## config.mk

```make
export PLATFORM = sky130hd
export DESIGN_NAME = ordered_list_edit_engine_unit
export DESIGN_NICKNAME = d
export VERILOG_FILES = /design/src/rtl/olee_pkg.sv /design/src/rtl/olee_front.sv /design/src/rtl/olee_queue.sv /design/src/rtl/olee_back.sv /design/src/rtl/ordered_list_edit_engine_unit.sv
export SDC_FILE = /design/constraint.sdc
export NUM_CORES = 2
export LEC_CHECK = 0
export BUFFER_PORTS_ARGS = -buffer_cell sky130_fd_sc_hd__buf_2
export CAP_MARGIN = 5
export CORE_MARGIN = 2
export CORE_UTILIZATION = 55
export DETAILED_ROUTE_END_ITERATION = 10
export PLACE_DENSITY_LB_ADDON = 0.2
export SYNTH_ARGS = -nofsm -noshare
export SYNTH_HDL_FRONTEND = slang
export SYNTH_HIERARCHICAL = 1
export SYNTH_SLANG_ARGS = --single-unit
```

## constraint.sdc

```tcl
create_clock -name clk -period 8.33 [get_ports clk]
set_input_delay 0 -clock clk [delete_from_list [all_inputs] [get_ports clk]]
set_output_delay 0 -clock clk [all_outputs]
set_load 0.01 [all_outputs]
```

## src/rtl/olee_pkg.sv

```systemverilog
`timescale 1ns / 1ps
package olee_pkg;

  localparam logic [2:0] REQ_APPEND     = 3'd0;
  localparam logic [2:0] REQ_INSERT     = 3'd1;
  localparam logic [2:0] REQ_REMOVE_AT  = 3'd2;
  localparam logic [2:0] REQ_REMOVE_VAL = 3'd3;
  localparam logic [2:0] REQ_DEDUPE     = 3'd4;

  localparam logic [1:0] ST_OK     = 2'd0;
  localparam logic [1:0] ST_FULL   = 2'd1;
  localparam logic [1:0] ST_BADPOS = 2'd2;

  typedef enum logic [2:0] {
    OP_APPEND,
    OP_INSERT,
    OP_REMOVE_AT,
    OP_REMOVE_VAL,
    OP_DEDUPE,
    OP_SHOW
  } op_t;

  typedef struct packed {
    logic [2:0]         req_type;
    logic [5:0]         position;
    logic signed [31:0] item_value;
  } in_t;

  typedef struct packed {
    logic [1:0]         status;
    logic [6:0]         entry_count;
    logic [5:0]         entry_index;
    logic signed [31:0] entry_value;
    logic               list_empty;
    logic               last;
  } out_t;

  typedef struct packed {
    op_t         op;
    logic [5:0]  position;
    logic [31:0] item_value;
  } cmd_t;

endpackage

```

## src/rtl/olee_front.sv

```systemverilog
`timescale 1ns / 1ps
module olee_front (
  input  olee_pkg::in_t  in_data,
  output olee_pkg::cmd_t cmd
);
  import olee_pkg::*;

  op_t op;

  always_comb begin
    unique case (in_data.req_type)
      REQ_APPEND:     op = OP_APPEND;
      REQ_INSERT:     op = OP_INSERT;
      REQ_REMOVE_AT:  op = OP_REMOVE_AT;
      REQ_REMOVE_VAL: op = OP_REMOVE_VAL;
      REQ_DEDUPE:     op = OP_DEDUPE;
      default:        op = OP_SHOW;
    endcase
  end

  assign cmd.op         = op;
  assign cmd.position   = in_data.position;
  assign cmd.item_value = in_data.item_value;

endmodule

```

## src/rtl/olee_queue.sv

```systemverilog
`timescale 1ns / 1ps
module olee_queue (
  input  logic           clk,
  input  logic           rst_n,
  input  logic           push,
  input  olee_pkg::cmd_t push_data,
  output logic           full,
  input  logic           pop,
  output logic           nonempty,
  output olee_pkg::cmd_t pop_data
);
  import olee_pkg::*;

  cmd_t       slot_r [2];
  logic       wp_r, wp_nxt, rp_r, rp_nxt;
  logic [1:0] cnt_r, cnt_nxt;

  assign full     = (cnt_r == 2'd2);
  assign nonempty = (cnt_r != 2'd0);
  assign pop_data = slot_r[rp_r];

  always_comb begin
    wp_nxt  = push ? ~wp_r : wp_r;
    rp_nxt  = pop ? ~rp_r : rp_r;
    cnt_nxt = cnt_r + {1'b0, push} - {1'b0, pop};
  end

  always_ff @(posedge clk) begin
    if (!rst_n) begin
      wp_r  <= 1'b0;
      rp_r  <= 1'b0;
      cnt_r <= 2'd0;
    end else begin
      wp_r  <= wp_nxt;
      rp_r  <= rp_nxt;
      cnt_r <= cnt_nxt;
    end
  end

  always_ff @(posedge clk) begin
    if (push) slot_r[wp_r] <= push_data;
  end

endmodule

```

## src/rtl/olee_back.sv

```systemverilog
`timescale 1ns / 1ps
module olee_back #(
  parameter int DEPTH = 32
) (
  input  logic           clk,
  input  logic           rst_n,
  input  logic           q_nonempty,
  input  olee_pkg::cmd_t q_data,
  output logic           q_pop,
  output logic           out_valid,
  input  logic           out_stall,
  output olee_pkg::out_t out_data
);
  import olee_pkg::*;

  localparam int AW = $clog2(DEPTH);
  localparam int CW = $clog2(DEPTH + 1);

  typedef enum logic [8:0] {
    S_IDLE   = 9'b000000001,
    S_INS    = 9'b000000010,
    S_INS_WR = 9'b000000100,
    S_C_RD   = 9'b000001000,
    S_C_CHK  = 9'b000010000,
    S_D_RD   = 9'b000100000,
    S_D_CMP  = 9'b001000000,
    S_E_RD   = 9'b010000000,
    S_E_OUT  = 9'b100000000
  } state_t;

  logic [31:0] mem [DEPTH];
  logic [31:0] rdata_r;

  state_t      state_r, state_nxt;
  logic [CW-1:0] cnt_r, cnt_nxt;
  logic [CW-1:0] i_r, i_nxt;
  logic [CW-1:0] wr_r, wr_nxt;
  logic [CW-1:0] k_r, k_nxt;
  op_t         op_r, op_nxt;
  logic [5:0]  pos_r, pos_nxt;
  logic [31:0] val_r, val_nxt;
  logic [31:0] x_r, x_nxt;
  logic [1:0]  st_r, st_nxt;
  logic        ov_r, ov_nxt;
  out_t        od_r, od_nxt;

  logic          re, we;
  logic [AW-1:0] raddr, waddr;
  logic [31:0]   wdata;
  logic [CW-1:0] im1, ip1;
  logic          free, drop;

  assign free      = !ov_r || !out_stall;
  assign out_valid = ov_r;
  assign out_data  = od_r;
  assign im1       = i_r - CW'(1);
  assign ip1       = i_r + CW'(1);

  always_comb begin
    state_nxt = state_r;
    cnt_nxt   = cnt_r;
    i_nxt     = i_r;
    wr_nxt    = wr_r;
    k_nxt     = k_r;
    op_nxt    = op_r;
    pos_nxt   = pos_r;
    val_nxt   = val_r;
    x_nxt     = x_r;
    st_nxt    = st_r;
    ov_nxt    = ov_r && out_stall;
    od_nxt    = od_r;
    re        = 1'b0;
    raddr     = '0;
    we        = 1'b0;
    waddr     = '0;
    wdata     = '0;
    q_pop     = 1'b0;
    drop      = 1'b0;
    unique case (state_r)
      S_IDLE: begin
        if (q_nonempty) begin
          q_pop   = 1'b1;
          op_nxt  = q_data.op;
          pos_nxt = q_data.position;
          val_nxt = q_data.item_value;
          st_nxt  = ST_OK;
          i_nxt   = '0;
          wr_nxt  = '0;
          state_nxt = S_E_RD;
          unique case (q_data.op)
            OP_APPEND: begin
              if (7'(cnt_r) == 7'(DEPTH)) begin
                st_nxt = ST_FULL;
              end else begin
                we      = 1'b1;
                waddr   = cnt_r[AW-1:0];
                wdata   = q_data.item_value;
                cnt_nxt = cnt_r + CW'(1);
              end
            end
            OP_INSERT: begin
              if (7'(cnt_r) == 7'(DEPTH)) begin
                st_nxt = ST_FULL;
              end else if (7'(q_data.position) > 7'(cnt_r)) begin
                st_nxt = ST_BADPOS;
              end else begin
                i_nxt     = cnt_r;
                state_nxt = S_INS;
              end
            end
            OP_REMOVE_AT: begin
              if (7'(q_data.position) >= 7'(cnt_r)) st_nxt = ST_BADPOS;
              else state_nxt = S_C_RD;
            end
            OP_REMOVE_VAL, OP_DEDUPE: state_nxt = S_C_RD;
            default: state_nxt = S_E_RD;
          endcase
        end
      end
      S_INS: begin
        if (7'(i_r) == 7'(pos_r)) begin
          we        = 1'b1;
          waddr     = i_r[AW-1:0];
          wdata     = val_r;
          cnt_nxt   = cnt_r + CW'(1);
          i_nxt     = '0;
          state_nxt = S_E_RD;
        end else begin
          re        = 1'b1;
          raddr     = im1[AW-1:0];
          state_nxt = S_INS_WR;
        end
      end
      S_INS_WR: begin
        we        = 1'b1;
        waddr     = i_r[AW-1:0];
        wdata     = rdata_r;
        i_nxt     = im1;
        state_nxt = S_INS;
      end
      S_C_RD: begin
        if (i_r == cnt_r) begin
          cnt_nxt   = wr_r;
          i_nxt     = '0;
          state_nxt = S_E_RD;
        end else begin
          re        = 1'b1;
          raddr     = i_r[AW-1:0];
          state_nxt = S_C_CHK;
        end
      end
      S_C_CHK: begin
        x_nxt = rdata_r;
        if (op_r == OP_DEDUPE) begin
          k_nxt     = '0;
          state_nxt = S_D_RD;
        end else begin
          if (op_r == OP_REMOVE_AT) drop = (7'(i_r) == 7'(pos_r));
          else drop = (rdata_r == val_r);
          if (!drop) begin
            we     = 1'b1;
            waddr  = wr_r[AW-1:0];
            wdata  = rdata_r;
            wr_nxt = wr_r + CW'(1);
          end
          i_nxt     = ip1;
          state_nxt = S_C_RD;
        end
      end
      S_D_RD: begin
        if (k_r == wr_r) begin
          we        = 1'b1;
          waddr     = wr_r[AW-1:0];
          wdata     = x_r;
          wr_nxt    = wr_r + CW'(1);
          i_nxt     = ip1;
          state_nxt = S_C_RD;
        end else begin
          re        = 1'b1;
          raddr     = k_r[AW-1:0];
          state_nxt = S_D_CMP;
        end
      end
      S_D_CMP: begin
        if (rdata_r == x_r) begin
          i_nxt     = ip1;
          state_nxt = S_C_RD;
        end else begin
          k_nxt     = k_r + CW'(1);
          state_nxt = S_D_RD;
        end
      end
      S_E_RD: begin
        re        = (cnt_r != '0);
        raddr     = i_r[AW-1:0];
        state_nxt = S_E_OUT;
      end
      S_E_OUT: begin
        if (free) begin
          ov_nxt             = 1'b1;
          od_nxt.status      = st_r;
          od_nxt.entry_count = 7'(cnt_r);
          od_nxt.entry_index = 6'(i_r);
          od_nxt.list_empty  = (cnt_r == '0);
          od_nxt.entry_value = (cnt_r == '0) ? '0 : rdata_r;
          od_nxt.last        = (cnt_r == '0) || (ip1 == cnt_r);
          if (od_nxt.last) begin
            state_nxt = S_IDLE;
          end else begin
            i_nxt     = ip1;
            state_nxt = S_E_RD;
          end
        end
      end
      default: state_nxt = S_IDLE;
    endcase
  end

  always_ff @(posedge clk) begin
    if (!rst_n) begin
      state_r <= S_IDLE;
      cnt_r   <= '0;
      ov_r    <= 1'b0;
    end else begin
      state_r <= state_nxt;
      cnt_r   <= cnt_nxt;
      ov_r    <= ov_nxt;
    end
  end

  always_ff @(posedge clk) begin
    i_r   <= i_nxt;
    wr_r  <= wr_nxt;
    k_r   <= k_nxt;
    op_r  <= op_nxt;
    pos_r <= pos_nxt;
    val_r <= val_nxt;
    x_r   <= x_nxt;
    st_r  <= st_nxt;
    od_r  <= od_nxt;
  end

  always_ff @(posedge clk) begin
    if (we) mem[waddr] <= wdata;
    if (re) rdata_r <= mem[raddr];
  end

endmodule

```

## src/rtl/ordered_list_edit_engine_unit.sv

```systemverilog
// A request is taken from the queue; insert moves each element from the position on up one
// slot (read, then write), remove at a position and remove value read every entry and write
// back the kept ones, dedupe compares every entry against the entries kept so far; then each
// entry is read and emitted as a result (one result if empty). One single-port list memory
// does it all; one request at a time in the back end; a 2-entry queue takes input until full.
// Reset (rst_n low, synchronous) empties the list and queue; the memory is not cleared.
`timescale 1ns / 1ps
module ordered_list_edit_engine_unit #(
  parameter int DEPTH = 32
) (
  input  logic            clk,
  input  logic            rst_n,
  input  logic            in_valid,
  output logic            in_stall,
  input  olee_pkg::in_t   in_data,
  output logic            out_valid,
  input  logic            out_stall,
  output olee_pkg::out_t  out_data
);
  import olee_pkg::*;

  cmd_t cmd, q_data;
  logic q_full, q_nonempty, q_pop, push;

  assign in_stall = q_full;
  assign push     = in_valid && !q_full;

  olee_front u_front (
    .in_data (in_data),
    .cmd     (cmd)
  );

  olee_queue u_queue (
    .clk       (clk),
    .rst_n     (rst_n),
    .push      (push),
    .push_data (cmd),
    .full      (q_full),
    .pop       (q_pop),
    .nonempty  (q_nonempty),
    .pop_data  (q_data)
  );

  olee_back #(.DEPTH(DEPTH)) u_back (
    .clk        (clk),
    .rst_n      (rst_n),
    .q_nonempty (q_nonempty),
    .q_data     (q_data),
    .q_pop      (q_pop),
    .out_valid  (out_valid),
    .out_stall  (out_stall),
    .out_data   (out_data)
  );

endmodule

```

### Word-level counts from Yosys, hierarchy flattened

Memories as Yosys holds them, arrays and structs flattened. A register that Yosys moved wholly into a read port is not among the register bits.
Index checks and enable logic that the tools add are counted.

* register bits: 161
* memory bits (writable): 1106
* input port bits: 45
* output and inout bits: 51
* memories: 2

Memory list
* u_back.mem: words 32, width 32, read ports 1, clocked after Yosys merged registers in 1, wr ports 1, RTL line olee_back.sv:31 `logic [31:0] mem [DEPTH];`
* u_queue.slot_r: words 2, width 41, read ports 1, clocked after Yosys merged registers in 1, wr ports 1, RTL line olee_queue.sv:14 `cmd_t slot_r [2];`

* add/sub/neg operators: 7
* order comparisons: 2
* equality and inequality tests: 40
* mux-type cells: 90
* bitwise logic cells: 2
* reduce and logical (&&, ||, !) cells: 24

Operators by type and width (number)
* $mux 32: 7
* $pmux 32 s5: 1
* $mux 6: 24
* $pmux 9 s9: 1
* $eq 32x32->1: 2
* $mux 5: 10
* $pmux 6 s8: 1
* $mux 8: 5
* $pmux 6 s3: 2
* $mux 9: 3
* $pmux 9 s3: 1
* $pmux 5 s5: 1
* $add 6x1->6 const B: 4
* $eq 6x6->1: 4
* $mux 1: 24
* $pmux 5 s4: 1
* $eq 3x2->1 const B: 5
* $pmux 3 s5: 1
* $ne 2x2->1 const B: 7
* $ne 2x1->1 const B: 6
* $pmux 6 s2: 1
* $eq 3x3->1 const B: 3
* $eq 9x1->1 const B: 1
* $eq 9x2->1 const B: 1
* other kinds (36): 49

### Logic depth before layout (Yosys ltp)

* word-level depth: 9
* gate-level depth with buffers: 15
* mapped depth without buffers: 12

### Hierarchy

The synthesis kept the hierarchy.

By module, submodules not included
* olee_back: times used 1, cells each 3368, area each 49233.5 um2, seq. area each 36264.8 um2
* olee_queue: times used 1, cells each 149, area each 3393.3 um2, seq. area each 2562.5 um2
* olee_front: times used 1, cells each 41, area each 302.8 um2, seq. area each 0.0 um2
* ordered_list_edit_engine_unit: times used 1, cells each 1, area each 13.8 um2, seq. area each 0.0 um2

### Worst setup path before layout

Ideal clock, no wire load.

* kind: flip-flop to flip-flop
* start: register u_back.rdata_r[14], read port of u_back.mem
* end: memory u_back.mem[24][0] (enable)
* arrival: 5.802 ns
* slack: 2.015 ns
* stages on the path, launching flop included: 10
* path buffers: 0
* clock period less this slack: 6.315 ns
* cells stage by stage: edfxtp_1 xor2_1 or4_1 nor4_1 nand3_1 nand3_1 o21ai_2 a222oi_1 o311ai_1 nor4b_1

* cells in the longest elaborated chain, start to end: 9
* elaborated cells on any way between the ends: 12

RTL lines
* from (decl): RTL line olee_back.sv:32 `logic [31:0] rdata_r;`
* $eq 32x32->1 (*): RTL line olee_back.sv:159 `else drop = (rdata_r == val_r);`
* $mux 1 (*): RTL line olee_back.sv:158 `if (op_r == OP_REMOVE_AT) drop = (7'(i_r) == 7'(pos_r));`
* $mux 1 (*): RTL line olee_back.sv:154 `if (op_r == OP_DEDUPE) begin`
* $mux 1 (*): RTL line olee_back.sv:79 `unique case (state_r)`
* $mux 1: RTL line olee_back.sv:160 `if (!drop) begin`
* $mux 1: RTL line olee_back.sv:154
* $pmux 1 s5: RTL line olee_back.sv:79
* $mux 1: RTL line olee_back.sv:244 `if (we) mem[waddr] <= wdata;`
* $mux 1 (not written as such): RTL line olee_back.sv:244
* to (decl): RTL line olee_back.sv:31

Every way passes the cells marked *; elsewhere a longest branch is shown, timed or not. The select of a mux whose other input is x is not followed.

==> run summary <==
The number of buffers created by CTS came out at 133. In this run the power spent charging and discharging nets is 0.00481 W. The number of flops mapped to enable cells by yosys works out to 1279. The internal reg-to-reg setup slack is 2.89 ns, and the via count of the first global-routing pass is 32438. The final worst-path cycle share came out at 65.3%. Synthesis produced a netlist with a net count of 3618.

The run gives 1300 as the number of clock sinks. The class of the most critical hold timing path was in2reg. The count of vias placed by the detailed router is 33091, and the buffers inserted during post-CTS setup optimization is 0. Across the whole layout, storage elements account for 0.0388 mm^2. The worst setup path is of the reg2reg kind. Net switching is 29.0% of the power. STA classifies the critical path endpoint as a flop. The count of max-cap constraint violations is 0. OpenSTA, run right after detailed placement, puts the worst setup slack at 3.01 ns.

Setup repair after global routing left no endpoint under its margin. The final layout contains routed wiring with a total length of 149000 um. The cell sitting at the root of the clock tree is a sky130_fd_sc_hd__clkbuf_16. STA puts the critical path data required time at 8.73 ns. The finished layout holds 5060 standard cells, fillers aside.

In this run the number of H-tree levels came out at 4. For the global placer's final weighted congestion, the log shows 0.892. Cell taking the most area after synthesis: sky130_fd_sc_hd__edfxtp_1. The cell count of the worst reg-to-reg path was 9; the max-slew violation total from the final report was 0. The layout has 6666 filler cells. The worst-margin pin slew was 1.35 ns.

Cells with a size suffix above 1 make up 13.9% of the layout. The first-pass GRT wire length was 217000 um. Of all flip-flops after synthesis, the portion carrying an async set or reset was 0%. The nature of the critical path startpoint was a flop. Count of unique library cells instantiated by Yosys: 84. Including well taps, the total number of placed cells is 4726. The analysis attributes to cell leakage a power of 21.3 nW. The count of endpoints failing hold in the final timing report was 0; the worst-case clock skew was 0.0417 ns.

For this design the top-level I/O count stands at 96. The number of remaining DRC errors is 0. The flow ran to the end, and the final reports show no timing, DRC or antenna violations. In this run, the clock network consumes 34.8% of the power. The floorplan has 113 rows. The floorplan step set the die width to 314 um. The worst-case IR drop observed on VDD is 0.214 mV. Synthesis handed over a netlist of 3559 instances. Cell internal power was estimated by the tool at 0.0118 W. Power spread over the standard cell area amounts to 277 mW/mm^2.

The logs give 0.76 ns for the latest clock arrival within the worst-skew pair and 3 for the buffer depth of the longest clock path. Area of the core: 0.0952 mm^2. For this run, the number of Yosys warnings is 6. Dividing the detail-routed via count by the number of cells gives 6.54. For the accumulated negative setup slack, the log shows 0 ns. TritonCTS built the clock tree.

Across all setup checks in the final design, the least slack found is 2.89 ns. Share of power burned in combinational logic: 18.3%. The clock-pin slew on the worst setup and hold paths was 0.06 ns. The logs give 115 for the maximum number of pins on one net before global-route repair and 5.85 ns for the arrival time at the worst endpoint. In the final layout, the multi-input gates occupy 0.0130 mm^2. For this configuration, the core starts out at a cell density of 55.6%. Most frequent standard cell in the layout excluding fill and tap cells: sky130_fd_sc_hd__edfxtp_1. The area added between synthesis and finish came out at 13.3%.

The die extent in y is 314 um. Global routing consumed, over all layers together, 30.1% of the routing resources. Counting flops and latches in the post-synthesis netlist gives 1300. Derived from the worst setup path, the maximum achievable clock frequency is 184 MHz.

The fraction of the yosys area taken by sequential cells was 73.3%. The prevailing post-synth register cell is sky130_fd_sc_hd__edfxtp_1. Of all nets on the critical path, the largest fanout is 41.

Sorting the synthesized cells by area gives the leading types as sky130_fd_sc_hd__edfxtp_1, sky130_fd_sc_hd__nand2_1, sky130_fd_sc_hd__a211oi_1, sky130_fd_sc_hd__mux2i_1, sky130_fd_sc_hd__nand3_1. After detailed routing, the average wire length per cell comes to 29.5 um. The post-route minimum period works out to 5.44 ns. The half-perimeter wire length after placement was 86100 um; the portion of synthesized cell area occupied by the leading cell type was 72.5%. For this block, the initial DRC count from the detailed router was 4783. At the end of the flow, the number of nets in the layout was 3750. The tightest slew margin relative to the limit is 9.69%, and the die area is 0.0988 mm^2. In this run the remaining antenna-violating nets after routing total 0. Setup violations remaining at the end of the flow were counted as 0.

Summed over all layers, the global routing overflow is 0. The count of port buffers added during placement is 94, and the number of stages on the worst hold path is 2. The synthesized netlist occupies a cell area of 0.0529 mm^2. The number of detailed-route iterations in the first pass is 10, and the average size of a mapped cell is 14.9 um^2. The logs give 7 for the number of antenna violations at the first check in global routing and 46.9% for the share of power burned in registers. In the layout the commonest cells are sky130_fd_sc_hd__edfxtp_1, sky130_fd_sc_hd__nand2_1, sky130_fd_sc_hd__a211oi_1, sky130_fd_sc_hd__nand3_1, sky130_fd_sc_hd__clkbuf_16.
-- final timing paths --
check                                     from                     to
worst max-delay path                      flop       u_back/mem[6][4]
worst min-delay path               in_data[27]  u_queue/slot_r[0][27]
worst max register to register            flop       u_back/mem[6][4]
worst min register to register  u_back/st_r[0]    u_back/out_data[47]
-- metal layers --
layer	share of wire, %	vias up	track usage (%)
li1	-	14059	-
met1	39	16612	41.6
met2	45	2053	45.8
met3	12	359	7.69
met4	4.0	8	12.9
met5	0.034	-	0
-- flip-flops by register name, summed over array words and instances (netlist names), 9 cells and up, named ones only --
signal,flops
u_back/mem,1024
u_back/out_data,48
u_back/rdata_r,32
u_back/state_r,9
u_back/val_r,32
u_back/x_r,32
u_queue/slot_r,82
-- power by group through the flow --
stage / logic (W) / clock network, W / registers (W)
2_1_floorplan: 0.00201 / 0 / 0.00780
3_3_place_gp: 0.00285 / 0 / 0.00790
3_5_place_dp: 0.00290 / 0 / 0.00792
4_1_cts: 0.00295 / 0.00583 / 0.00778
5_1_grt: 0.00322 / 0.00607 / 0.00781
6_report: 0.00304 / 0.00577 / 0.00779
-- synthesized netlist by cell type (all sizes together), types with 24 or more instances --
cell type,n
a31oi,81
a21oi,136
inv,24
clkbuf,122
edfxtp,1279
mux2,83
nor3,29
o21ai,39
a311oi,26
nand3,137
nor2b,42
nand2,524
nor2,69
xnor2,70
o221ai,53
a222oi,38
mux2i,108
nand4,48
buf,147
xor2,31
a211oi,159
and3,105
-- metrics by stage --
stage               total power [W]  area (um^2)  hold WS (ns)  utilization, %
CTS                          0.0166        59700      0.000951            62.7
finish                       0.0166        60000        0.0232            63.1
global placement             0.0108        54700         0.189            57.4
detailed placement           0.0108        54700         0.192            57.4
floorplan                   0.00981        52900         0.114               -
global route                 0.0171        60000        0.0222            63.1
-- cells by family after synthesis --
kind of cell               Yosys count  synth area share (%)
other                                1               0.00708
AOI/OAI and AO/OA                  634                  8.61
muxes                              191                  4.09
adders and majority gates           14                 0.331
xor gates and xnor gates           102                  1.71
and+or+nand+nor                   1024                  9.20
DFF                               1300                  73.3
buffers and inverters              293                  2.71
-- area by class of cell --
type / instances / area share [%]
diodes: 1 / 0.00417
clock buffers: 169 / 5.86
clock inverters: 69 / 1.11
inverters: 24 / 0.150
multi-input cells: 1966 / 21.7
flip-flops and latches: 1300 / 64.7
well taps: 1265 / 2.64
repair buffers: 266 / 3.80
-- critical path, stage by stage (launching register included) --
cell and delay [ns]:
sky130_fd_sc_hd__dfxtp_2 0.31, sky130_fd_sc_hd__buf_4 0.60, sky130_fd_sc_hd__mux2_2 0.47, sky130_fd_sc_hd__nor4_2 0.54
sky130_fd_sc_hd__and2_1 0.20, sky130_fd_sc_hd__buf_4 0.42, sky130_fd_sc_hd__a222oi_1 0.29, sky130_fd_sc_hd__nand2b_1 0.83
sky130_fd_sc_hd__nor2_4 0.94, sky130_fd_sc_hd__buf_4 0.45
-- repair_timing --
item / CTS / global route
resized for setup: 0 / 0
hold buffers: 83 / 0
hold endpoints to repair: 140 / 0
Note: power is estimated with default switching activity, not from simulation.
